**src/assert_macros.svh**
```systemverilog
// Assertion macros used by the RTL of the gradient bucket core.
// Holds no logic of its own; included by the top-level core to check its behavior.
`ifndef ASSERT_MACROS_SVH
`define ASSERT_MACROS_SVH
`ifndef SYNTH
// Property checked on every rising clock edge outside reset.
`define ASSERT_CLK_RST(lbl, clk, rstn, prop) \
    lbl: assert property (@(posedge clk) disable iff (!rstn) prop) else $error("assertion failed");
// Condition that must never hold outside reset.
`define ASSERT_NEVER(lbl, clk, rstn, cond) \
    lbl: assert property (@(posedge clk) disable iff (!rstn) !(cond)) else $error("forbidden state");
`else
`define ASSERT_CLK_RST(lbl, clk, rstn, prop)
`define ASSERT_NEVER(lbl, clk, rstn, cond)
`endif
`endif

```
**src/gasb_pkg.sv**
```systemverilog
// Package of the gradient angle and strength bucket core: widths, fixed-point
// constants, codes and payload structs. Depends on nothing.
`default_nettype none
package gasb_pkg;

    // Fixed point format
    localparam int FB = 24;
    localparam int QW = FB + 1;      // ratio, quotient and denominator width
    localparam int OW = FB + 3;      // angle offset and theta width (up to two pi)
    localparam int GW = 18;          // signed gradient width
    localparam int MW = 17;          // gradient magnitude width
    localparam int SQW = 34;         // gx^2 + gy^2 width
    localparam int AW = 7;           // angle_count register width
    localparam int BQ = 7;           // bucket quotient bits
    localparam int PW = OW + AW;     // theta * angle_count width

    // Constants rounded from 48-bit fractions
    localparam logic [63:0] PI_Q48 = 64'h3243F6A8885A3;
    localparam logic [63:0] C028_Q48 = 64'd78812993478984;
    localparam logic [63:0] HALF_Q48 = 64'd1 << (47 - FB);
    localparam logic [63:0] PI_FX = (PI_Q48 + HALF_Q48) >> (48 - FB);
    localparam logic [63:0] PI_HALF_FX = ((PI_Q48 >> 1) + HALF_Q48) >> (48 - FB);
    localparam logic [63:0] C028_FX = (C028_Q48 + HALF_Q48) >> (48 - FB);
    localparam logic [63:0] TWO_PI_FX = 64'd2 * PI_FX;
    localparam logic [QW-1:0] ONE_Q = QW'(64'd1 << FB);
    localparam logic [QW-1:0] C028_Q = QW'(C028_FX);

    // Strength thresholds: squares of 8160 and 16320
    localparam logic [SQW-1:0] WEAK_LIM = SQW'(64'd66585600);
    localparam logic [SQW-1:0] STRONG_LIM = SQW'(64'd266342400);
    localparam logic [1:0] STR_WEAK = 2'd0;
    localparam logic [1:0] STR_MEDIUM = 2'd1;
    localparam logic [1:0] STR_STRONG = 2'd2;

    // Register map
    localparam logic REG_ANGLE_COUNT = 1'b0;
    localparam logic [AW-1:0] ANGLE_COUNT_RST = 7'd24;

    // Cycles from accepted start to result strobe
    localparam int LATENCY = 3 + QW + 2 + QW + 3 + BQ;

    typedef struct packed {
        logic [7:0] pixel_r0_c0;
        logic [7:0] pixel_r0_c1;
        logic [7:0] pixel_r0_c2;
        logic [7:0] pixel_r1_c0;
        logic [7:0] pixel_r1_c1;
        logic [7:0] pixel_r1_c2;
        logic [7:0] pixel_r2_c0;
        logic [7:0] pixel_r2_c1;
        logic [7:0] pixel_r2_c2;
    } t_patch;

    typedef struct packed {
        logic [5:0] angle_bucket;
        logic [1:0] strength_class;
    } t_result;

    // Sideband that rides along the divider pipelines
    typedef struct packed {
        logic [1:0]    strength;
        logic          neg;      // ratio term is subtracted
        logic [OW-1:0] offp;     // quadrant offset plus pi
    } t_side;

endpackage
`default_nettype wire

```
**src/gasb_div.sv**
```systemverilog
// Pipelined restoring divider: quotient of (num << FB) / den with num <= den,
// one quotient bit per stage. Uses gasb_pkg.
`default_nettype none
module gasb_div (
    input  wire logic                 i_clk,
    input  wire logic                 i_rst_n,
    input  wire logic                 i_valid,
    input  wire logic [gasb_pkg::QW-1:0] i_num,
    input  wire logic [gasb_pkg::QW-1:0] i_den,
    input  wire gasb_pkg::t_side      i_side,
    output logic                      o_valid,
    output logic [gasb_pkg::QW-1:0]   o_quo,
    output gasb_pkg::t_side           o_side
);

    localparam int N = gasb_pkg::QW;

    logic            r_v    [N];
    logic [N-1:0]    r_rem  [N];
    logic [N-1:0]    r_den  [N];
    logic [N-1:0]    r_quo  [N];
    gasb_pkg::t_side r_side [N];

    for (genvar j = 0; j < N; j++) begin : g_stage
        logic [N:0]      n_trial;
        logic [N-1:0]    n_dv;
        logic [N-1:0]    n_qin;
        gasb_pkg::t_side n_sd;
        logic            n_vin;
        logic            n_bit;

        if (j == 0) begin : g_first
            // integer bit: num >= den
            assign n_trial = {1'b0, i_num};
            assign n_dv = i_den;
            assign n_qin = '0;
            assign n_sd = i_side;
            assign n_vin = i_valid;
        end else begin : g_next
            assign n_trial = {r_rem[j-1], 1'b0};
            assign n_dv = r_den[j-1];
            assign n_qin = r_quo[j-1];
            assign n_sd = r_side[j-1];
            assign n_vin = r_v[j-1];
        end

        assign n_bit = (n_trial >= {1'b0, n_dv});

        always_ff @(posedge i_clk) begin
            if (!i_rst_n) begin
                r_v[j] <= 1'b0;
            end else begin
                r_v[j] <= n_vin;
            end
            r_rem[j] <= n_bit ? N'(n_trial - {1'b0, n_dv}) : n_trial[N-1:0];
            r_quo[j] <= {n_qin[N-2:0], n_bit};
            r_den[j] <= n_dv;
            r_side[j] <= n_sd;
        end
    end

    assign o_valid = r_v[N-1];
    assign o_quo = r_quo[N-1];
    assign o_side = r_side[N-1];

endmodule
`default_nettype wire

```
**config.mk**
```make
export PLATFORM = sky130hd
export DESIGN_NAME = gasb_div
export DESIGN_NICKNAME = d
export VERILOG_FILES = /design/src/assert_macros.svh /design/src/gasb_pkg.sv /design/src/gasb_div.sv
export SDC_FILE = /design/constraint.sdc
export NUM_CORES = 2
export LEC_CHECK = 0
export BUFFER_PORTS_ARGS = -buffer_cell sky130_fd_sc_hd__clkbuf_2
export CORE_UTILIZATION = 49
export CTS_CLUSTER_SIZE = 20
export DETAILED_ROUTE_END_ITERATION = 10
export GPL_ROUTABILITY_DRIVEN = 1
export PLACE_DENSITY_LB_ADDON = 0.1
export RECOVER_POWER = 50
export SKIP_LAST_GASP = 1
export SYNTH_ARGS = -nofsm -noshare
export SYNTH_HDL_FRONTEND = slang
export SYNTH_SLANG_ARGS = --single-unit
```
**constraint.sdc**
```tcl
create_clock -name i_clk -period 2.9 [get_ports i_clk]
set_input_delay 0.145 -clock i_clk [delete_from_list [all_inputs] [get_ports i_clk]]
set_output_delay 0.145 -clock i_clk [all_outputs]
set_load 0.01 [all_outputs]
```
Word-level counts from Yosys, hierarchy flattened
Memories as Yosys holds them, arrays and structs flattened. Index checks and enable logic that the tools add are counted.

Bits of input ports: 83. Word-level logic and storage cells: 132. RAM bits: 2650. Register bits: 0. Output and inout bits: 56. Memories kept: 5.

Muxes and demuxes: 52. $lt $le $gt $ge: 25. Add/subtract/negate cells: 25. Bitwise operators: 25.

Memory list: r_side (words 25, bits a word 30, rd ports 25, clocked after memory_dff 0, write ports 25, RTL line gasb_div.sv:22) `gasb_pkg::t_side r_side [N];`; r_den (words 25, bits a word 25, rd ports 24, clocked after memory_dff 0, write ports 25, RTL line gasb_div.sv:20) `logic [N-1:0] r_den [N];`; r_quo (words 25, bits a word 25, rd ports 25, clocked after memory_dff 0, write ports 25, RTL line gasb_div.sv:21) `logic [N-1:0] r_quo [N];`; r_rem (words 25, bits a word 25, rd ports 24, clocked after memory_dff 0, write ports 25, RTL line gasb_div.sv:19) `logic [N-1:0] r_rem [N];`; r_v (words 25, bits a word 1, rd ports 25, clocked after memory_dff 0, write ports 25, RTL line gasb_div.sv:18) `logic r_v [N];`.

Operators with widths (count): 25-bit two-way mux (25); 25-bit subtractor (25); 26-bit by 25-bit >= comparator with 1-bit output (24); 1-bit two-way mux (27); 25-bit >= comparator (1); 1-bit bitwise OR (25).

Logic depth before layout (Yosys ltp)
An unclocked memory read counts as a cell.

Word-level depth: 3. Depth in mapped cells: 14. Mapped depth without buffers: 12.

Worst setup path before layout
OpenSTA, ideal clock, no wires.

Path kind: register -> register. From: mem r_den[1][52] in the netlist's numbering. To: mem r_rem[1][82] in the netlist's numbering. Data arrival time: 3091 ps. Cell stages (with the launch flop): 14. Path buffers: 2. Setup slack: -312 ps. Data required time: 2779 ps. Cell sequence: dfxtp_1 inv_1 ha_1 nor2b_4 o31a_1 o41a_1 a221o_1 a211o_1 nand3_2 o21ai_1 a211o_1 buf_6 buf_12 mux2_4.

RTL lines (RTL line): start, declared (gasb_div.sv:20); end, declared (gasb_div.sv:19).

==> reports/results.ini <==
[timing]
skew_ns = 0.06747
fin_crit_sh_pct = 109.5
fin_crit_ns = 3.176
worst_pin_slew_ns = 0.6115
slew-limit-headroom_pct = 58.88
setup-violations-final = 57
whs_ns = 0.08517
clock.fmax_mhz = 314.8
fin_ws_ns = -0.2765
final_max_slew_viol_count = 0
rsz0062_at_grt = true
final.setup.tns_ns = -10.44
hold_viol = 0

[yosys]
synthTopCellsByArea = dfxtp_1 (54%), ha_1 (9.2%), mux2_2 (3.5%), inv_1 (3.4%), a21oi_1 (3.2%)
yosysSeqAreaShare_pct = 53.97
syn_inst = 8185
ys_warn_count = 0
avgSynthCellArea_um2 = 10.42
synth.top_cell.area_share_pct = 53.97
synth_area_leader_cell = dfxtp_1
ys_seq_elements = 2300
synth-edff-count = 0
yosysUniqueCellTypes = 90
synth_nets = 8916
synth_ff_type = dfxtp_1
async_flop_share_pct = 0
syn-cell-area_um2 = 85310

[clocking]
insertion_delay_ns = 0.88
htree_levels = 4
path_clk_slew_ns = 0.06
clockBufferDepth = 3
cts_root_buf = clkbuf_16
tritoncts = built
cts.sinks = 2300
cts_buffers = 221

[worst_setup_path]
startpoint_type = register
timing.critical_path.to_type = register
max_stage_delay_ns = 0.37
reg2reg_slack_ns = -0.28
reg2reg_to = r_rem[2][16]
worst-path-max-fanout = 5
critPathTopFamily = compound AO/OA/AOI/OAI gates
critical_path_class = reg -> reg
r2r_cells = 13
crit_chain = inv_2, ha_4, nor2b_4, o31a_1, o41a_1, o211ai_1, nand3_1, a221oi_2, nand2_1, a41oi_4, buf_6, clkbuf_16, mux2_4
rr_startpoint = r_den[1][177]
cp_data_arrival_time_ns = 3.90
cp_data_required_time_ns = 3.63
critPathSlowestCell = o41a_1
path_buf_inv = 3

[hold_path]
hold_start = i_num[13]
hold_class = in -> reg
whs_endpoint = r_rem[0][13]
hold_depth = 4

[placement]
gp_congestion = 0.8772
hpwl_mm = 145.0
portBuffers = 138

[power_and_ir_drop]
p_int_mw = 89.29
leakagePower_nw = 49.28
p_switching_mw = 47.41
swShare_pct = 34.68
combPwrFrac_pct = 45.4
finalPower_mw = 136.7
seqPwrFrac_pct = 32.4
clkPwrFrac_pct = 22.2
p_per_area_nw_per_um2 = 1276
vdd_drop_max_mv = 0.6839

[floorplan]
ios = 139
die-area_um2 = 175800
fp.dieW_um = 419.3
core-area_um2 = 172300
start_util_pct = 49.51
die_h_um = 419.3
row_count = 152

[cells_and_area]
fillers = 14260
layout_common_cells = dfxtp_1 (2228), inv_1 (756), buf_4 (700)
final_common_cell = dfxtp_1
nets = 10050
antenna_cells = 0
drive_gt1_share_pct = 21.52
syn2layout_area_growth_pct = 25.59

[detailed_routing]
drc = 0
routedWlPerCell_um = 16.61
first_pass_iters = 6
viasPerCell = 5.069
wl_mm = 196.4
drtAntennaViolNets = 0
vias = 59920
drtIter0Drc = 3304

[global_route]
grtUsageTotal_pct = 21.82
grt_pass1_wl_mm = 307.6
grt-ovfl-total = 0
grt_max_degree = 34
grt_pass1_vias = 59160
antenna_found_initial = 1

[job]
cap_violations = 0

[status]
status = finished, violations left
violations = setup timing

[worst reg2reg max path, delay by kind of cell (launching register included)]
family,cells,cell delay [ns]
AO/OA/AOI/OAI,5,1.44
AND/OR/NAND/NOR,3,0.43
buffers and inverters,3,0.36
flip-flops,1,0.34
multiplexers,1,0.30
adder cells (fa/ha/maj),1,0.20
[cells by family (layout without fill, tap and decap cells)]
family / Yosys count / count (layout) / share of synthesized area [%]
DFF: 2300 / 2300 / 53.97
AOI/OAI and AO/OA: 1918 / 1918 / 14.15
and+or+nand+nor: 1572 / 1572 / 8.832
buffers and inverters: 963 / 2288 / 4.349
adders and majority gates: 648 / 648 / 9.715
xor gates and xnor gates: 479 / 479 / 4.918
muxes: 305 / 305 / 4.065
[per-layer routing]
layer / up-vias / share of wire, % / track usage [%]
met5: - / 0 / 0
met4: 0 / 2.8 / 7.108
met3: 365 / 3.8 / 3.147
met2: 1117 / 49 / 38.34
met1: 28090 / 44 / 27.31
li1: 30350 / - / -
[state kept, by name, indices dropped and copies added (netlist names)]
name	flops
r_quo	325
r_v	25
r_side	750
r_den	600
r_rem	600
[cell usage after synthesis, types with 17 or more instances]
library cell / count
a211o_1: 20
nor3_1: 88
mux2_4: 17
o21bai_1: 58
mux2_2: 264
o21a_1: 102
nand2b_1: 74
nand3_1: 94
and2_1: 50
a31oi_1: 73
o31a_1: 30
nor2_1: 379
nand4_1: 101
or2_2: 21
ha_1: 624
mux2i_1: 24
buf_2: 21
dfxtp_1: 2300
a21o_1: 277
nor4_1: 20
clkbuf_1: 143
fa_1: 24
or3_1: 20
o31ai_1: 39
o211ai_1: 33
nand2_1: 517
o21ai_0: 495
inv_1: 782
a21oi_1: 544
xor2_1: 205
and3_1: 44
xnor2_1: 274
a211oi_1: 58
nor2b_1: 87
[metrics by stage]
step | instance area [um2] | worst slack [ns] | instances | utilization, %
2_1_floorplan | 85650 | -0.1329 | 8185 | -
3_3_place_gp | 93700 | -0.2521 | 11130 | 54.38
3_5_place_dp | 93700 | -0.2393 | 11130 | 54.38
4_1_cts | 104700 | -0.2229 | 11750 | 60.76
5_1_grt | 107100 | -0.4278 | 11820 | 62.18
6_report | 107100 | -0.2765 | 11820 | 62.18
[worst max path at each step]
stage / depth (start not counted) / end / start / slack (ns)
global route: 13 / r_rem[2][16] / r_den[1][177] / -0.43
CTS: 12 / r_rem[2][16] / r_rem[1][176] / -0.22
detailed placement: 12 / r_rem[1][93] / r_rem[1][50] / -0.24
finish: 13 / r_rem[2][16] / r_den[1][177] / -0.28
floorplan: 13 / r_rem[1][82] / r_den[1][52] / -0.13
global placement: 13 / r_rem[1][9] / r_den[0][184] / -0.25
[power by group through the flow]
| stage | Clock, mW | Sequential (mW) | Combinational (mW) |
|---|---|---|---|
| after floorplan | 0 | 42.4 | 39.0 |
| after global placement | 0 | 44.9 | 54.0 |
| after detailed placement | 0 | 44.8 | 54.6 |
| after CTS | 31.2 | 44.3 | 57.8 |
| after global routing | 32.6 | 45.0 | 68.2 |
| final | 30.3 | 44.3 | 62.1 |
[timing repair]
| action | CTS | global route |
|---|---|---|
| setup endpoints to repair | 376 | 530 |
| pin swaps | 57 | 136 |
| endpoints found under the hold margin | 106 | 0 |
| hold buffers | 154 | 0 |
| cloned | 13 | 16 |
| buffers inserted | 43 | 64 |
| gates resized for setup | 192 | 478 |
[area by class of cell]
cell class / count / area, um2 / share of cell area (%)
multi-input cells: 4922 / 38040 / 35.51
clock inverters: 115 / 1765 / 1.648
inverters: 782 / 2938 / 2.742
repair buffers: 1091 / 9101 / 8.495
clock buffers: 300 / 6259 / 5.841
flip-flops and latches: 2300 / 46140 / 43.07
well taps: 2310 / 2890 / 2.698
Power figures use the tool's default switching activity.
