==> src/assert_macros.svh <==
// Assertion macros used by the RTL of the gradient bucket core.
// Holds no logic of its own; included by the top-level core to check its behavior.
`ifndef ASSERT_MACROS_SVH
`define ASSERT_MACROS_SVH
`ifndef SYNTH
// Property checked on every rising clock edge outside reset.
`define ASSERT_CLK_RST(lbl, clk, rstn, prop) \
    lbl: assert property (@(posedge clk) disable iff (!rstn) prop) else $error("assertion failed");
// Condition that must never hold outside reset.
`define ASSERT_NEVER(lbl, clk, rstn, cond) \
    lbl: assert property (@(posedge clk) disable iff (!rstn) !(cond)) else $error("forbidden state");
`else
`define ASSERT_CLK_RST(lbl, clk, rstn, prop)
`define ASSERT_NEVER(lbl, clk, rstn, cond)
`endif
`endif

==> src/gasb_pkg.sv <==
// Package of the gradient angle and strength bucket core: widths, fixed-point
// constants, codes and payload structs. Depends on nothing.
`default_nettype none
package gasb_pkg;

    // Fixed point format
    localparam int FB = 24;
    localparam int QW = FB + 1;      // ratio, quotient and denominator width
    localparam int OW = FB + 3;      // angle offset and theta width (up to two pi)
    localparam int GW = 18;          // signed gradient width
    localparam int MW = 17;          // gradient magnitude width
    localparam int SQW = 34;         // gx^2 + gy^2 width
    localparam int AW = 7;           // angle_count register width
    localparam int BQ = 7;           // bucket quotient bits
    localparam int PW = OW + AW;     // theta * angle_count width

    // Constants rounded from 48-bit fractions
    localparam logic [63:0] PI_Q48 = 64'h3243F6A8885A3;
    localparam logic [63:0] C028_Q48 = 64'd78812993478984;
    localparam logic [63:0] HALF_Q48 = 64'd1 << (47 - FB);
    localparam logic [63:0] PI_FX = (PI_Q48 + HALF_Q48) >> (48 - FB);
    localparam logic [63:0] PI_HALF_FX = ((PI_Q48 >> 1) + HALF_Q48) >> (48 - FB);
    localparam logic [63:0] C028_FX = (C028_Q48 + HALF_Q48) >> (48 - FB);
    localparam logic [63:0] TWO_PI_FX = 64'd2 * PI_FX;
    localparam logic [QW-1:0] ONE_Q = QW'(64'd1 << FB);
    localparam logic [QW-1:0] C028_Q = QW'(C028_FX);

    // Strength thresholds: squares of 8160 and 16320
    localparam logic [SQW-1:0] WEAK_LIM = SQW'(64'd66585600);
    localparam logic [SQW-1:0] STRONG_LIM = SQW'(64'd266342400);
    localparam logic [1:0] STR_WEAK = 2'd0;
    localparam logic [1:0] STR_MEDIUM = 2'd1;
    localparam logic [1:0] STR_STRONG = 2'd2;

    // Register map
    localparam logic REG_ANGLE_COUNT = 1'b0;
    localparam logic [AW-1:0] ANGLE_COUNT_RST = 7'd24;

    // Cycles from accepted start to result strobe
    localparam int LATENCY = 3 + QW + 2 + QW + 3 + BQ;

    typedef struct packed {
        logic [7:0] pixel_r0_c0;
        logic [7:0] pixel_r0_c1;
        logic [7:0] pixel_r0_c2;
        logic [7:0] pixel_r1_c0;
        logic [7:0] pixel_r1_c1;
        logic [7:0] pixel_r1_c2;
        logic [7:0] pixel_r2_c0;
        logic [7:0] pixel_r2_c1;
        logic [7:0] pixel_r2_c2;
    } t_patch;

    typedef struct packed {
        logic [5:0] angle_bucket;
        logic [1:0] strength_class;
    } t_result;

    // Sideband that rides along the divider pipelines
    typedef struct packed {
        logic [1:0]    strength;
        logic          neg;      // ratio term is subtracted
        logic [OW-1:0] offp;     // quadrant offset plus pi
    } t_side;

endpackage
`default_nettype wire

==> src/gasb_front.sv <==
// Front end: gradients, squared magnitude, strength class and divider setup.
// Three register stages; uses gasb_pkg.
`default_nettype none
module gasb_front (
    input  wire logic              i_clk,
    input  wire logic              i_rst_n,
    input  wire logic              i_valid,
    input  wire gasb_pkg::t_patch  i_patch,
    output logic                   o_valid,
    output logic [gasb_pkg::QW-1:0] o_num,
    output logic [gasb_pkg::QW-1:0] o_den,
    output gasb_pkg::t_side        o_side
);

    localparam int GW = gasb_pkg::GW;
    localparam int MW = gasb_pkg::MW;
    localparam int SQW = gasb_pkg::SQW;
    localparam int QW = gasb_pkg::QW;
    localparam int OW = gasb_pkg::OW;
    localparam logic signed [GW-1:0] K_EDGE = 18'sd47;
    localparam logic signed [GW-1:0] K_MID = 18'sd162;
    localparam logic [OW-1:0] PI_O = OW'(gasb_pkg::PI_FX);
    localparam logic [OW-1:0] PI_HALF_O = OW'(gasb_pkg::PI_HALF_FX);
    localparam logic [OW-1:0] TWO_PI_O = OW'(gasb_pkg::TWO_PI_FX);

    function automatic logic signed [GW-1:0] px(input logic [7:0] v);
        return $signed({{(GW-8){1'b0}}, v});
    endfunction

    logic [2:0] r_v;
    logic signed [GW-1:0] r_gx, r_gy;
    logic signed [GW-1:0] n_gx, n_gy;
    logic [MW-1:0] r_magx, r_magy, n_magx, n_magy;
    logic [SQW-1:0] r_gx2, r_gy2, n_mag2;
    logic r_sx, r_sy, r_zx, r_zy;
    logic [QW-1:0] r_num, r_den, n_num, n_den;
    gasb_pkg::t_side r_side, n_side;

    // stage 1: weighted column and row differences
    always_comb begin
        n_gx = K_EDGE * (px(i_patch.pixel_r0_c0) - px(i_patch.pixel_r0_c2))
             + K_MID  * (px(i_patch.pixel_r1_c0) - px(i_patch.pixel_r1_c2))
             + K_EDGE * (px(i_patch.pixel_r2_c0) - px(i_patch.pixel_r2_c2));
        n_gy = K_EDGE * (px(i_patch.pixel_r0_c0) - px(i_patch.pixel_r2_c0))
             + K_MID  * (px(i_patch.pixel_r0_c1) - px(i_patch.pixel_r2_c1))
             + K_EDGE * (px(i_patch.pixel_r0_c2) - px(i_patch.pixel_r2_c2));
    end

    // stage 2: magnitudes, signs, squares
    always_comb begin
        n_magx = r_gx[GW-1] ? MW'(-r_gx) : MW'(r_gx);
        n_magy = r_gy[GW-1] ? MW'(-r_gy) : MW'(r_gy);
    end

    // stage 3: strength and octant selection
    always_comb begin
        n_mag2 = r_gx2 + r_gy2;
        if (n_mag2 < gasb_pkg::WEAK_LIM) begin
            n_side.strength = gasb_pkg::STR_WEAK;
        end else if (n_mag2 > gasb_pkg::STRONG_LIM) begin
            n_side.strength = gasb_pkg::STR_STRONG;
        end else begin
            n_side.strength = gasb_pkg::STR_MEDIUM;
        end
        priority if (r_zx) begin
            // vertical or flat: fixed angle, ratio term forced to zero
            n_num = '0;
            n_den = QW'(1);
            n_side.neg = 1'b0;
            if (r_zy) n_side.offp = PI_O;
            else if (r_sy) n_side.offp = PI_O - PI_HALF_O;
            else n_side.offp = PI_O + PI_HALF_O;
        end else if (r_magy < r_magx) begin
            n_num = QW'(r_magy);
            n_den = QW'(r_magx);
            n_side.neg = r_sx ^ r_sy;
            if (!r_sx) n_side.offp = PI_O;
            else if (r_sy) n_side.offp = '0;
            else n_side.offp = TWO_PI_O;
        end else begin
            n_num = QW'(r_magx);
            n_den = QW'(r_magy);
            n_side.neg = ~(r_sx ^ r_sy);
            n_side.offp = r_sy ? PI_HALF_O : PI_O + PI_HALF_O;
        end
    end

    always_ff @(posedge i_clk) begin
        if (!i_rst_n) begin
            r_v <= '0;
        end else begin
            r_v <= {r_v[1:0], i_valid};
        end
        r_gx <= n_gx;
        r_gy <= n_gy;
        r_magx <= n_magx;
        r_magy <= n_magy;
        r_sx <= r_gx[GW-1];
        r_sy <= r_gy[GW-1];
        r_zx <= (r_gx == '0);
        r_zy <= (r_gy == '0);
        r_gx2 <= SQW'(n_magx) * SQW'(n_magx);
        r_gy2 <= SQW'(n_magy) * SQW'(n_magy);
        r_num <= n_num;
        r_den <= n_den;
        r_side <= n_side;
    end

    assign o_valid = r_v[2];
    assign o_num = r_num;
    assign o_den = r_den;
    assign o_side = r_side;

endmodule
`default_nettype wire

==> config.mk <==
export PLATFORM = sky130hd
export DESIGN_NAME = gasb_front
export DESIGN_NICKNAME = d
export VERILOG_FILES = /design/src/assert_macros.svh /design/src/gasb_pkg.sv /design/src/gasb_front.sv
export SDC_FILE = /design/constraint.sdc
export NUM_CORES = 2
export LEC_CHECK = 0
export BUFFER_PORTS_ARGS = -buffer_cell sky130_fd_sc_hd__buf_2
export CORE_MARGIN = 4
export CORE_UTILIZATION = 30
export CTS_BUF_LIST = sky130_fd_sc_hd__clkbuf_4
export DETAILED_ROUTE_END_ITERATION = 6
export SLEW_MARGIN = 20
export SYNTH_ARGS = -nofsm -noshare
export SYNTH_HDL_FRONTEND = slang
export SYNTH_SLANG_ARGS = --single-unit
==> constraint.sdc <==
create_clock -name i_clk -period 10.6 [get_ports i_clk]
set_input_delay 1.06 -clock i_clk [delete_from_list [all_inputs] [get_ports i_clk]]
set_output_delay 1.06 -clock i_clk [all_outputs]
set_load 0.01 [all_outputs]
[Yosys cells after proc, flatten, opt, wreduce, memory -nomap -nowiden]
Cells that the tools add are included.
Storage, ports and cells
  bits of input ports: 75
  flip-flop bits (word level): 225
  logic and storage cells: 56
  output and inout bits: 81
Operators by class
  magnitude comparators: 3
  multiplexer cells: 12
  reduce and logical (&&, ||, !) cells: 2
  $add $sub $neg: 13
  bitwise operators: 2
  $mul: 8
Operators with widths (count)
  $mux W27: 6
  $mul A17 B17 Y34: 2
  $mux W17: 4
  $mul A7 B9 Y16 const A: 4
  $sub A8 B8 Y9: 6
  $add A16 B18 Y18: 2
  $add A18 B16 Y18: 2
  $logic_not A18 Y1: 2
  $add A34 B34 Y34: 1
  $gt A34 B28 Y1 const B: 1
  $lt A34 B26 Y1 const B: 1
  $mul A8 B9 Y17 const A: 2
  $neg A17 Y17: 2
  $mux W28: 1
  $lt A17 B17 Y1: 1
  $mux W2: 1
  $not A1 Y1: 1
  $xor A1 B1 Y1: 1

[Longest topological paths before layout]
  word-level depth: 4
  depth in mapped cells: 35
  mapped depth without buffers: 34

[Least setup slack after synthesis]
No wires, ideal clock.
  path kind: input to register
  from: in i_patch[9] (netlist bit)
  to: reg r_gy[17]
  arrival: 8.360 ns
  path buffers: 0
  path slack: 2.118 ns
  data required time: 10.478 ns
  stages on the path: 31
  setup time: 0.122 ns
  cell sequence: inv_1 > ha_1 > nor2b_1 > o21ai_0 > a21boi_0 > o21a_1 > nor2_1 > o21bai_1 > a21oi_1 > xnor2_1 > fa_1 > ha_1 > fa_1 > fa_1 > inv_1 > fa_1 > inv_1 > fa_1 > inv_1 > fa_1 > inv_1 > fa_1 > fa_1 > ha_1 > o21ai_0 > a21oi_1 > a211oi_1 > o21bai_1 > a21oi_1 > o21ai_0 > xnor2_1
Between the ends
  word-level cells in the longest chain between the ends: 4
Ends and longest elaborated chain
  start: declaration: line gasb_front.sv:8  | input wire gasb_pkg::t_patch i_patch,
  $sub A8 B8 Y9: line gasb_front.sv:45  | + K_MID * (px(i_patch.pixel_r0_c1) - px(i_patch.pixel_r2_c1))
  $mul A8 B9 Y17: line gasb_front.sv:45
  $add A16 B18 Y18: line gasb_front.sv:45
  $add A18 B16 Y18: line gasb_front.sv:46  | + K_EDGE * (px(i_patch.pixel_r0_c2) - px(i_patch.pixel_r2_c2));
  via n_gy[17]: line gasb_front.sv:32  | logic signed [GW-1:0] n_gx, n_gy;
  end signal: assignment: line gasb_front.sv:95  | r_gy <= n_gy;
  end: declaration: line gasb_front.sv:31  | logic signed [GW-1:0] r_gx, r_gy;
The timed path passes the listed nets, and every way through them passes these cells.
A chain may end at the register's enable or synchronous reset.

[Worst setup path after layout]
  from: reg r_gx[4]
  to: reg r_gx2[33]
Between the ends
  word-level cells in the longest chain between the ends: 3
Ends and longest elaborated chain
  start: declaration: line gasb_front.sv:31
  start signal: assignment: line gasb_front.sv:94  | r_gx <= n_gx;
  $neg A17 Y17: line gasb_front.sv:51  | n_magx = r_gx[GW-1] ? MW'(-r_gx) : MW'(r_gx);
  $mux W17: line gasb_front.sv:51
  via n_magx[14]: line gasb_front.sv:33  | logic [MW-1:0] r_magx, r_magy, n_magx, n_magy;
  $mul A17 B17 Y34: line gasb_front.sv:102  | r_gx2 <= SQW'(n_magx) * SQW'(n_magx);
  end signal: assignment: line gasb_front.sv:102
  end: declaration: line gasb_front.sv:34  | logic [SQW-1:0] r_gx2, r_gy2, n_mag2;
The timed path passes the listed nets, and every way through them passes these cells.

==> metrics.txt <==
Die H 344 µm; top cell type's share of synthesized area 34.5%; vias in the first global route 25300; DR vias/cell 4.46; Worst setup EP type flip-flop; cell area after synthesis 33800 µm²; cell count after synthesis 3673; CTS HTree Levels 4; TritonCTS buffer count 17; Hold WC Path Type reg2reg; total wire length 77.2 mm; Setup violations, final 0; Fillers 11600; Final #Nets 4952; Max-Cap Viols 0; largest net degree at the start of global routing 45; Fin. Hold Viols 0; initial antenna violation count 2; hold buffer count at CTS 0; setup bufs post-CTS 0; DR vias 23700; Die ar. 118000 µm²; final slew viol count 0; P&R area growth vs syn 8.37%; Seq/Total Area, Yosys 11.3%; first-pass GRT wire length 129 mm; Core ar. 111000 µm²; status completed; placed wire-length estimate 66.8 mm; total clock sinks 190; clk_skew 41.9 ps; synth cell count leaders 963 x inv_1, 583 x fa_1, 491 x ha_1; CP max stage cell nor4_1; DRC Markers 0; layout cell share with drive strength beyond 1 6.29%; Post-synth ARST share 0%; Worst-Margin Slew 1060 ps; max incr delay on CP 570 ps; row cnt 122; total congestion overflow 0; Post-DRT Antenna Nets 0; Synth Flop Type dfxtp_1; average routed wire per standard cell 14.5 µm; All-Layer GR Usage 13.7%; Final Wtd Congestion 0.858; clock tree buffer depth 2; RSZ-0062 raised after global routing no; largest area contributor in the netlist fa_1; Crit path arrival time 9250 ps; average size of a mapped cell 9.20 µm²; CTS tree done; Root Buffer clkbuf_4; synth unique cells 80; YS warnings 0; Top Ports 156; Final period util 80.5%; Peak Freq 0.117 GHz; die width 344 µm; worst-path fanout max 13; I/O Buffers 129; kind of critical path reg2reg; Initial DRT Pass Iterations 5; number of synthesized flops with an enable pin 0; post_cts resized 0; Hold WS 455 ps; clk_lat worst skew 800 ps; starting density of the core 30.4%; Final Critical Period 8530 ps; WP data required 11320 ps; final setup TNS 0 ps; DRT iter0 DRCs 1010; CP startpoint kind flip-flop; top cells by area, synth fa_1 35%, ha_1 18%, dfxtp_1 11%; most used cell, CP fa_1; Max-slew headroom 28.6%; count leader, synth inv_1; Worst-path clk slew 210 ps; Yosys reg bits 190
-- state kept, by name (all words and copies together), names as in the netlist --
name / count
r_gy: 18
o_den: 17
r_magy: 16
o_num: 17
r_sx: 1
r_magx: 16
r_sy: 1
r_gy2: 33
r_zy: 1
r_gx2: 33
r_gx: 18
r_v: 3
o_side: 15
r_zx: 1
-- stage by stage --
| step | area, µm² | utilization (%) | setup WS (ps) | instances |
|---|---|---|---|---|
| final | 36600 | 32.9 | 2070 | 5311 |
| after global placement | 36300 | 32.6 | 1450 | 5272 |
| after detailed placement | 36300 | 32.6 | 1410 | 5272 |
| after CTS | 36600 | 32.9 | 2070 | 5304 |
| after floorplan | 33900 | - | 2120 | 3690 |
| after global routing | 36600 | 32.9 | 1510 | 5310 |
-- kinds of logic after synthesis --
logic type | share of synthesized area (%)
AO/OA/AOI/OAI | 8.43
XOR/XNOR | 5.98
adder cells (fa/ha/maj) | 52.7
buffers and inverters | 12.2
flip-flops | 11.3
multiplexers | 1.24
other | 0.0111
AND/OR/NAND/NOR | 8.20
-- worst paths after layout --
| check | from | endpoint | slack, ps | cells after the start |
|---|---|---|---|---|
| min reg2reg | r_v[0]$_SDFF_PN0_ | r_v[1]$_SDFF_PN0_ | 460 | 1 |
| min | r_v[0]$_SDFF_PN0_ | r_v[1]$_SDFF_PN0_ | 460 | 1 |
| max reg2reg | r_gx[4]$_DFF_P_ | r_gx2[33]$_DFF_P_ | 2070 | 29 |
| max | r_gx[4]$_DFF_P_ | r_gx2[33]$_DFF_P_ | 2070 | 29 |
-- area by class of cell --
class | instances | area, µm² | share of cell area, %
multi-input cells | 2439 | 26000 | 71.0
flip-flops and latches | 190 | 3800 | 10.4
inverters | 978 | 3670 | 10.0
well taps | 1488 | 1860 | 5.08
repair buffers | 177 | 1010 | 2.75
clock inverters | 15 | 148 | 0.403
clock buffers | 17 | 128 | 0.348
diodes | 7 | 17.5 | 0.0478
-- layer usage --
metal	global-route usage [%]	share of wire, %	up-vias
li1	-	-	11500
met1	18.9	46	11700
met2	22.6	47	443
met3	2.80	5.9	54
met4	2.37	1.2	0
met5	0	0	-
-- worst max-delay path: cells and delay by family, from the launching register on --
family	cells	cell delay [ps]
buffers and inverters	5	870
AND/OR/NAND/NOR	9	2030
XOR/XNOR	2	260
adder cells (fa/ha/maj)	7	3230
AO/OA/AOI/OAI	6	1730
flip-flops	1	380
-- layout by cell type, fill, tap and decap left out, drive strengths merged, types with 12 or more instances in the layout --
master  netlist  layout
mux2i        42      42
dfxtp       190     190
inv         968     976
xor2         65      65
clkbuf       45      17
and2         12      12
o21bai       33      33
o21a         16      16
xnor2       165     165
fa          583     583
a21oi       140     140
conb          1      18
ha          491     491
a211oi       19      19
nand3        20      20
buf          38     177
a21o         62      62
nor2b        14      14
clkinv       10      16
o21ai        72      72
nor3         26      26
nand2       224     224
nor2        270     270
nand2b       23      23
Power is not shown: default switching activity piles up to over one toggle a cycle in this logic, so the estimate is an artifact.
