### src/assert_macros.svh
// Assertion macros used by the RTL of the gradient bucket core.
// Holds no logic of its own; included by the top-level core to check its behavior.
`ifndef ASSERT_MACROS_SVH
`define ASSERT_MACROS_SVH
`ifndef SYNTH
// Property checked on every rising clock edge outside reset.
`define ASSERT_CLK_RST(lbl, clk, rstn, prop) \
    lbl: assert property (@(posedge clk) disable iff (!rstn) prop) else $error("assertion failed");
// Condition that must never hold outside reset.
`define ASSERT_NEVER(lbl, clk, rstn, cond) \
    lbl: assert property (@(posedge clk) disable iff (!rstn) !(cond)) else $error("forbidden state");
`else
`define ASSERT_CLK_RST(lbl, clk, rstn, prop)
`define ASSERT_NEVER(lbl, clk, rstn, cond)
`endif
`endif

### src/gasb_pkg.sv
// Package of the gradient angle and strength bucket core: widths, fixed-point
// constants, codes and payload structs. Depends on nothing.
`default_nettype none
package gasb_pkg;

    // Fixed point format
    localparam int FB = 24;
    localparam int QW = FB + 1;      // ratio, quotient and denominator width
    localparam int OW = FB + 3;      // angle offset and theta width (up to two pi)
    localparam int GW = 18;          // signed gradient width
    localparam int MW = 17;          // gradient magnitude width
    localparam int SQW = 34;         // gx^2 + gy^2 width
    localparam int AW = 7;           // angle_count register width
    localparam int BQ = 7;           // bucket quotient bits
    localparam int PW = OW + AW;     // theta * angle_count width

    // Constants rounded from 48-bit fractions
    localparam logic [63:0] PI_Q48 = 64'h3243F6A8885A3;
    localparam logic [63:0] C028_Q48 = 64'd78812993478984;
    localparam logic [63:0] HALF_Q48 = 64'd1 << (47 - FB);
    localparam logic [63:0] PI_FX = (PI_Q48 + HALF_Q48) >> (48 - FB);
    localparam logic [63:0] PI_HALF_FX = ((PI_Q48 >> 1) + HALF_Q48) >> (48 - FB);
    localparam logic [63:0] C028_FX = (C028_Q48 + HALF_Q48) >> (48 - FB);
    localparam logic [63:0] TWO_PI_FX = 64'd2 * PI_FX;
    localparam logic [QW-1:0] ONE_Q = QW'(64'd1 << FB);
    localparam logic [QW-1:0] C028_Q = QW'(C028_FX);

    // Strength thresholds: squares of 8160 and 16320
    localparam logic [SQW-1:0] WEAK_LIM = SQW'(64'd66585600);
    localparam logic [SQW-1:0] STRONG_LIM = SQW'(64'd266342400);
    localparam logic [1:0] STR_WEAK = 2'd0;
    localparam logic [1:0] STR_MEDIUM = 2'd1;
    localparam logic [1:0] STR_STRONG = 2'd2;

    // Register map
    localparam logic REG_ANGLE_COUNT = 1'b0;
    localparam logic [AW-1:0] ANGLE_COUNT_RST = 7'd24;

    // Cycles from accepted start to result strobe
    localparam int LATENCY = 3 + QW + 2 + QW + 3 + BQ;

    typedef struct packed {
        logic [7:0] pixel_r0_c0;
        logic [7:0] pixel_r0_c1;
        logic [7:0] pixel_r0_c2;
        logic [7:0] pixel_r1_c0;
        logic [7:0] pixel_r1_c1;
        logic [7:0] pixel_r1_c2;
        logic [7:0] pixel_r2_c0;
        logic [7:0] pixel_r2_c1;
        logic [7:0] pixel_r2_c2;
    } t_patch;

    typedef struct packed {
        logic [5:0] angle_bucket;
        logic [1:0] strength_class;
    } t_result;

    // Sideband that rides along the divider pipelines
    typedef struct packed {
        logic [1:0]    strength;
        logic          neg;      // ratio term is subtracted
        logic [OW-1:0] offp;     // quadrant offset plus pi
    } t_side;

endpackage
`default_nettype wire

### src/gasb_bucket.sv
// Angle assembly and bucket quantization: theta, theta * count, division by
// two pi one bit per stage, clamp. Uses gasb_pkg.
`default_nettype none
module gasb_bucket (
    input  wire logic                 i_clk,
    input  wire logic                 i_rst_n,
    input  wire logic                 i_valid,
    input  wire logic [gasb_pkg::QW-1:0] i_rat,
    input  wire gasb_pkg::t_side      i_side,
    input  wire logic [gasb_pkg::AW-1:0] i_angle_count,
    output logic                      o_valid,
    output gasb_pkg::t_result         o_result
);

    localparam int QW = gasb_pkg::QW;
    localparam int OW = gasb_pkg::OW;
    localparam int PW = gasb_pkg::PW;
    localparam int BQ = gasb_pkg::BQ;
    localparam int AW = gasb_pkg::AW;
    localparam logic [AW-1:0] MAX_BUCKET = 7'd63;

    logic r_vt, r_vp, r_vo;
    logic [OW-1:0] r_theta;
    logic [PW-1:0] r_prod;
    logic [1:0] r_st_t, r_st_p;
    logic signed [OW+1:0] n_sum, n_rat;
    logic [OW-1:0] n_theta;

    logic          r_v   [BQ];
    logic [PW-1:0] r_rem [BQ];
    logic [BQ-1:0] r_quo [BQ];
    logic [1:0]    r_st  [BQ];

    logic [AW-1:0] n_limit, n_bucket;
    gasb_pkg::t_result r_res;

    // theta = offset + pi +/- ratio term, floored at zero
    always_comb begin
        n_rat = $signed({{(OW+2-QW){1'b0}}, i_rat});
        n_sum = $signed({2'b00, i_side.offp}) + (i_side.neg ? -n_rat : n_rat);
        n_theta = n_sum[OW+1] ? '0 : n_sum[OW-1:0];
    end

    always_ff @(posedge i_clk) begin
        if (!i_rst_n) begin
            r_vt <= 1'b0;
            r_vp <= 1'b0;
        end else begin
            r_vt <= i_valid;
            r_vp <= r_vt;
        end
        r_theta <= n_theta;
        r_st_t <= i_side.strength;
        r_prod <= PW'(r_theta) * PW'(i_angle_count);
        r_st_p <= r_st_t;
    end

    // long division by two pi, most significant quotient bit first
    for (genvar k = 0; k < BQ; k++) begin : g_qbit
        localparam logic [PW-1:0] DIVK = PW'(gasb_pkg::TWO_PI_FX) << (BQ - 1 - k);
        logic [PW-1:0] n_in;
        logic [BQ-1:0] n_qin;
        logic [1:0]    n_sin;
        logic          n_vin;
        logic          n_bit;

        if (k == 0) begin : g_first
            assign n_in = r_prod;
            assign n_qin = '0;
            assign n_sin = r_st_p;
            assign n_vin = r_vp;
        end else begin : g_next
            assign n_in = r_rem[k-1];
            assign n_qin = r_quo[k-1];
            assign n_sin = r_st[k-1];
            assign n_vin = r_v[k-1];
        end

        assign n_bit = (n_in >= DIVK);

        always_ff @(posedge i_clk) begin
            if (!i_rst_n) begin
                r_v[k] <= 1'b0;
            end else begin
                r_v[k] <= n_vin;
            end
            r_rem[k] <= n_bit ? n_in - DIVK : n_in;
            r_quo[k] <= {n_qin[BQ-2:0], n_bit};
            r_st[k] <= n_sin;
        end
    end

    // clamp to angle_count - 1, at most 63; zero when angle_count is zero
    always_comb begin
        if (i_angle_count == '0) n_limit = '0;
        else if (i_angle_count - 7'd1 > MAX_BUCKET) n_limit = MAX_BUCKET;
        else n_limit = i_angle_count - 7'd1;
        n_bucket = (r_quo[BQ-1] > n_limit) ? n_limit : r_quo[BQ-1];
    end

    always_ff @(posedge i_clk) begin
        if (!i_rst_n) begin
            r_vo <= 1'b0;
        end else begin
            r_vo <= r_v[BQ-1];
        end
        r_res.angle_bucket <= n_bucket[5:0];
        r_res.strength_class <= r_st[BQ-1];
    end

    assign o_valid = r_vo;
    assign o_result = r_res;

endmodule
`default_nettype wire

### config.mk
export PLATFORM = sky130hd
export DESIGN_NAME = gasb_bucket
export DESIGN_NICKNAME = d
export VERILOG_FILES = /design/src/assert_macros.svh /design/src/gasb_pkg.sv /design/src/gasb_bucket.sv
export SDC_FILE = /design/constraint.sdc
export NUM_CORES = 1
export LEC_CHECK = 0
export BUFFER_PORTS_ARGS = -buffer_cell sky130_fd_sc_hd__buf_2
export CORE_UTILIZATION = 30
export CTS_CLUSTER_SIZE = 28
export DETAILED_ROUTE_END_ITERATION = 8
export PLACE_DENSITY = 0.46
export SYNTH_ARGS = -nofsm -noshare
export SYNTH_HDL_FRONTEND = slang
export SYNTH_SLANG_ARGS = --single-unit
### constraint.sdc
create_clock -name i_clk -period 5.6 [get_ports i_clk]
set_input_delay 0.56 -clock i_clk [delete_from_list [all_inputs] [get_ports i_clk]]
set_output_delay 0.56 -clock i_clk [all_outputs]
set_load 0.01 [all_outputs]
# [Word-level counts from Yosys, hierarchy flattened]
# Memory sizes are Yosys's and may differ from the RTL's. A register that Yosys moved wholly into a read port is not among the register bits.
# Index checks and enable logic that the tools add are counted.
# Widths: inputs -> output; s select.
[totals] register_bits=73 memories=4 mem_bits_rw=308 inputBits=65 word_cells=60
[op_classes] n_lt_le_gt_ge=9 mul=1 reduce_logical=2 n_bitwise=7 muxes=20 n_addsub=10
[memory_table] memory="r_rem" words=7 word_bits=34 read_ports=6 rd_ports_with_merged_regs=0 write_ports=7 line_no="gasb_bucket.sv:30" source="logic [PW-1:0] r_rem [BQ];"
[memory_table] memory="r_quo" words=7 word_bits=7 read_ports=7 rd_ports_with_merged_regs=0 write_ports=7 line_no="gasb_bucket.sv:31" source="logic [BQ-1:0] r_quo [BQ];"
[memory_table] memory="r_st" words=7 word_bits=2 read_ports=7 rd_ports_with_merged_regs=1 write_ports=7 line_no="gasb_bucket.sv:32" source="logic [1:0] r_st [BQ];"
[memory_table] memory="r_v" words=7 word_bits=1 read_ports=7 rd_ports_with_merged_regs=1 write_ports=7 line_no="gasb_bucket.sv:29" source="logic r_v [BQ];"
[ops] cell="$mux 34" count=7
[ops] cell="$ge 34x27->1 const B" count=1
[ops] cell="$ge 34x28->1 const B" count=1
[ops] cell="$ge 34x29->1 const B" count=1
[ops] cell="$ge 34x30->1 const B" count=1
[ops] cell="$ge 34x31->1 const B" count=1
[ops] cell="$ge 34x32->1 const B" count=1
[ops] cell="$ge 34x33->1 const B" count=1
[ops] cell="$mul 27x7->34" count=1
[ops] cell="$sub 34x27->34 const B" count=1
[ops] cell="$sub 34x28->34 const B" count=1
[ops] cell="$sub 34x29->34 const B" count=1
[ops] cell="$sub 34x30->34 const B" count=1
[ops] cell="$sub 34x31->34 const B" count=1
[ops] cell="$sub 34x32->34 const B" count=1
[ops] cell="$sub 34x33->34 const B" count=1
[ops] cell="$add 28x29->29" count=1
[ops] cell="$mux 29" count=1
[ops] cell="$neg 25->29" count=1
[ops] cell="$mux 7" count=2
[ops] cell="$mux 1" count=9
[ops] cell="$gt 7x6->1 const B" count=1
[ops] cell="$gt 7x7->1" count=1
[ops] cell="$logic_not 7->1" count=1
[ops] cell="other kinds (4)" count=10

# [Longest topological paths before layout]
[depth] depth_word=6 depth_mapped=21

# [Worst setup path before layout]
# No wires, ideal clock.
[synth_path] path_type="in2reg" from="in i_angle_count[6] (netlist bit)" to="reg r_prod[28] (netlist: g_qbit[0].n_in[28])" arrival_ns=5.625 setup_ns=0.072 stages=20 required_ns=5.528 setup_slack_ns=-0.097 cell_sequence="clkbuf_1 -> clkbuf_1 -> nand2_1 -> fa_1 -> fa_1 -> inv_1 -> fa_1 -> inv_1 -> fa_1 -> inv_1 -> ha_1 -> a21o_1 -> a221oi_1 -> o211ai_1 -> a41o_1 -> a31oi_1 -> o211ai_1 -> a21o_1 -> a31oi_1 -> xnor2_1"
[synth_via] elab_chain_cells=1
[synth_lines] item="start, declared" line_no="gasb_bucket.sv:10" source="input wire logic [gasb_pkg::AW-1:0] i_angle_count,"
[synth_lines] item="$mul 27x7->34" line_no="gasb_bucket.sv:54" source="r_prod <= PW'(r_theta) * PW'(i_angle_count);"
[synth_lines] item="end signal, assigned" line_no="gasb_bucket.sv:54"
[synth_lines] item="end, declared" line_no="gasb_bucket.sv:24" source="logic [PW-1:0] r_prod;"
# Every way passes these cells.
# A chain may end at the register's enable or synchronous reset.

# [Final worst setup path]
[layout_path] from="reg r_theta[3]" to="reg r_prod[31] (netlist: g_qbit[0].n_in[31])"
[layout_via] elab_chain_cells=1
[layout_lines] item="start, declared" line_no="gasb_bucket.sv:23" source="logic [OW-1:0] r_theta;"
[layout_lines] item="start signal, assigned" line_no="gasb_bucket.sv:52" source="r_theta <= n_theta;"
[layout_lines] item="$mul 27x7->34" line_no="gasb_bucket.sv:54"
# Every way passes these cells.

==> flow_metrics.env <==
export IMPL_synth_top_family_by_area="adder cells"
export IMPL_outcome="finished clean"
export IMPL_power_leakage_nw=9.69
export IMPL_synth_enable_flop_cells=0
export IMPL_hold_viol=0
export IMPL_cts_buffers=39
export IMPL_post_cts_buffers=0
export IMPL_critPathKind="flip-flop to flip-flop"
export IMPL_clock_skew_ns=0.0197
export IMPL_vias=13495
export IMPL_synth_area_mux_share_pct=0.568
export IMPL_drt_iter0_drc=477
export IMPL_drt_total_wl_um=41500
export IMPL_worstSetupEndpointType="flip-flop"
export IMPL_peakVddDrop_v=0.000278
export IMPL_drt_vias_per_instance=4.55
export IMPL_core_sq_mm=0.0617
export IMPL_setup_viol_count_final=0
export IMPL_drcViolationCount=0
export IMPL_slew_limit_headroom_pct=29.3
export IMPL_hold_path_class="input port to flip-flop"
export IMPL_dieArea_sq_mm=0.0634
export IMPL_synth_distinct_cells=66
export IMPL_post_cts_resized=0
export IMPL_antenna_left=0
export IMPL_arrival_ns=5.81
export IMPL_async_reset_ff_share_pct=0
export IMPL_start_kind="flip-flop"
export IMPL_netlist_area_sq_mm=0.0187
export IMPL_htree_levels=2
export IMPL_min_period_ns=5.33
export IMPL_first_pass_iters=5
export IMPL_synthesis_nets=2269
export IMPL_wire_per_inst_um=14.0
export IMPL_synth_xor_area_share_pct=11.2
export IMPL_rows=91
export IMPL_rsz0062_at_grt="no"
export IMPL_cts_root_buf="clkbuf_16"
export IMPL_chipHeight_um=252
export IMPL_powerDensity_mw_per_mm2=686
export IMPL_mostFrequentLayoutCell="dfxtp_1"
export IMPL_fin_nets=2393
export IMPL_fmax_mhz=188
export IMPL_layout_drive_gt1_share_pct=9.62
export IMPL_ys_seq_area_share_pct=35.1
export IMPL_path_clk_slew_ns=0.05
export IMPL_hold_buffers=0
export IMPL_place_ws_ns=-0.209
export IMPL_antenna_found_initial=1
export IMPL_syn_inst=1984
export IMPL_synthFlopType="dfxtp_1"
export IMPL_grt_pass1_wl_um=68800
export IMPL_utilization_pct=35.0
export IMPL_synth_compound_area_share_pct=10.7
export IMPL_critical_path_max_fanout=5
export IMPL_max_cap_violations=0
export IMPL_worst_slack_ns=0.269
export IMPL_worst_slew_pin_transition_ns=1.06
export IMPL_slew_violations=0
export IMPL_clock_sinks=328
export IMPL_clk_path_buf_depth=3
export IMPL_cts_tree="built"
export IMPL_num_io_pins=74
export IMPL_syn_to_final_growth_pct=15.5
export IMPL_synth_area_per_cell_sq_um=9.43
export IMPL_fillCellCount=6307
export IMPL_grt_util_all_layers_pct=13.4
export IMPL_min_path_cells=1
export IMPL_synth_simple_area_share_pct=18.6
export IMPL_yosys_warnings=0
export IMPL_final_cell_mix="dfxtp_1 (328), nand2_1 (181), inv_1 (156), and2_1 (155), xnor2_1 (150)"
export IMPL_start_util_pct=30.3
export IMPL_worst_ep_required_time_ns=6.08
export IMPL_place_congestion=0.867
export IMPL_gr_total_overflow=0
export IMPL_insertion_delay_ns=0.56
export IMPL_hpwlAfterDp_um=33400
export IMPL_rr_worst_depth=20
export IMPL_first_global_vias=14072
export IMPL_antenna_cells=0
export IMPL_io_buffers=73
export IMPL_grt_start_max_net_pins=34
export IMPL_die_w_um=252
export IMPL_ys_seq_elements=328
export IMPL_synth_fa_ha_area_share_pct=19.7
export IMPL_finalCritPeriodShare_pct=95.2
through the flow:
| step | TNS [ns] | hold WS (ns) | total power (W) | cell area [sq um] | instances |
|---|---|---|---|---|---|
| after global placement | -1.09 | 0.310 | 0.0125 | 20400 | 2904 |
| final | 0 | 0.113 | 0.0148 | 21600 | 2969 |
| after CTS | 0 | 0.0728 | 0.0151 | 21600 | 2969 |
| after global routing | 0 | 0.0916 | 0.0163 | 21600 | 2969 |
| after floorplan | 0 | 0.310 | 0.0102 | 18700 | 1984 |
| after detailed placement | -1.40 | 0.312 | 0.0125 | 20400 | 2904 |
sequential cells by signal (all words and copies together), names as in the netlist:
register and count:
r_rem 203, r_vt 1, r_quo 28, r_st_t 2
g_qbit.n_vin 1, o_valid 1, r_theta 27, g_qbit.n_in 34
o_result 8, r_v 7, g_qbit.n_sin 2, r_st 14
area by class of cell:
type                    count  area (sq um)  share of cell area [%]
multi-input cells        1458         11400                    52.7
repair buffers            123           753                    3.48
flip-flops and latches    328          6570                    30.4
clock buffers              54          1110                    5.14
clock inverters            11           153                   0.706
inverters                 158           593                    2.74
well taps                 837          1050                    4.84
power by group:
part / switching (W) / internal [W]
clock: 0.000960 / 0.00148
sequential: 0.000930 / 0.00351
combinational: 0.00424 / 0.00371
total: 0.00613 / 0.00870
synth_stat cells, types with 4 or more instances:
| cell | number | share of area (%) |
|---|---|---|
| o211ai_1 | 5 | 0.20 |
| a211o_1 | 7 | 0.33 |
| a31oi_1 | 11 | 0.37 |
| a211oi_1 | 12 | 0.48 |
| o41ai_1 | 6 | 0.28 |
| a21oi_1 | 72 | 1.9 |
| o21ai_0 | 66 | 1.8 |
| xor2_1 | 89 | 4.2 |
| nor2_1 | 127 | 2.5 |
| a21o_1 | 49 | 2.0 |
| dfxtp_1 | 328 | 35 |
| nand3_1 | 45 | 1.2 |
| nor2b_1 | 13 | 0.43 |
| mux2_2 | 5 | 0.30 |
| inv_1 | 156 | 3.1 |
| nor4_1 | 16 | 0.53 |
| nand2b_1 | 16 | 0.53 |
| nor3_1 | 43 | 1.1 |
| a41oi_1 | 4 | 0.19 |
| a21boi_0 | 6 | 0.24 |
| o31ai_1 | 12 | 0.48 |
| nand3b_1 | 5 | 0.20 |
| o21bai_1 | 17 | 0.68 |
| nor3b_1 | 5 | 0.20 |
| and4_1 | 5 | 0.23 |
| o21a_1 | 17 | 0.68 |
| nand2_1 | 181 | 3.6 |
| clkbuf_1 | 34 | 0.68 |
| nand4_1 | 17 | 0.57 |
| and2_1 | 155 | 5.2 |
| or4_1 | 14 | 0.56 |
| xnor2_1 | 150 | 7.0 |
| or2_2 | 8 | 0.27 |
| or3_1 | 9 | 0.30 |
| mux2i_1 | 5 | 0.27 |
| ha_1 | 95 | 6.4 |
| nor4b_1 | 9 | 0.42 |
| fa_1 | 125 | 13 |
| and3_1 | 7 | 0.23 |
layer usage:
| layer | vias up | part of all wire (%) | track usage [%] |
|---|---|---|---|
| met2 | 243 | 50 | 24.7 |
| met1 | 6336 | 43 | 15.3 |
| li1 | 6824 | - | - |
| met4 | 2 | 3.3 | 5.56 |
| met5 | - | 0.031 | 0 |
| met3 | 90 | 3.5 | 1.99 |
final timing paths:
kind | end | slack (ns) | start
min | r_st_t[1] | 0.11 | i_side[29]
max reg2reg | g_qbit[0].n_in[31] | 0.27 | r_theta[3]
min reg2reg | r_quo[6][4] | 0.32 | r_quo[5][3]
max | g_qbit[0].n_in[31] | 0.27 | r_theta[3]
kinds of logic (layout without fill, tap and decap cells):
group,Yosys count,count (layout)
xor+xnor,239,239
other cells,1,1
buf+inv,198,346
compound gates,305,305
simple gates,683,683
flops,328,328
fa+ha+maj,220,220
mux,10,10
worst max-delay path: stages, from the launching register on:
cell and delay, ns:
dfxtp_1 0.34, and2_1 0.19, fa_1 0.56, inv_1 0.06, fa_1 0.47, inv_1 0.05, fa_1 0.52, inv_1 0.05
fa_1 0.52, inv_1 0.04, ha_1 0.34, a21o_1 0.17, buf_4 0.12, or3_1 0.10, a31oi_1 0.06, o41ai_1 0.60
o2bb2ai_1 0.24, a211o_1 0.25, nand4_1 0.12, a32oi_1 0.26, xor2_1 0.16
Note: power is estimated with default switching activity, not from simulation.
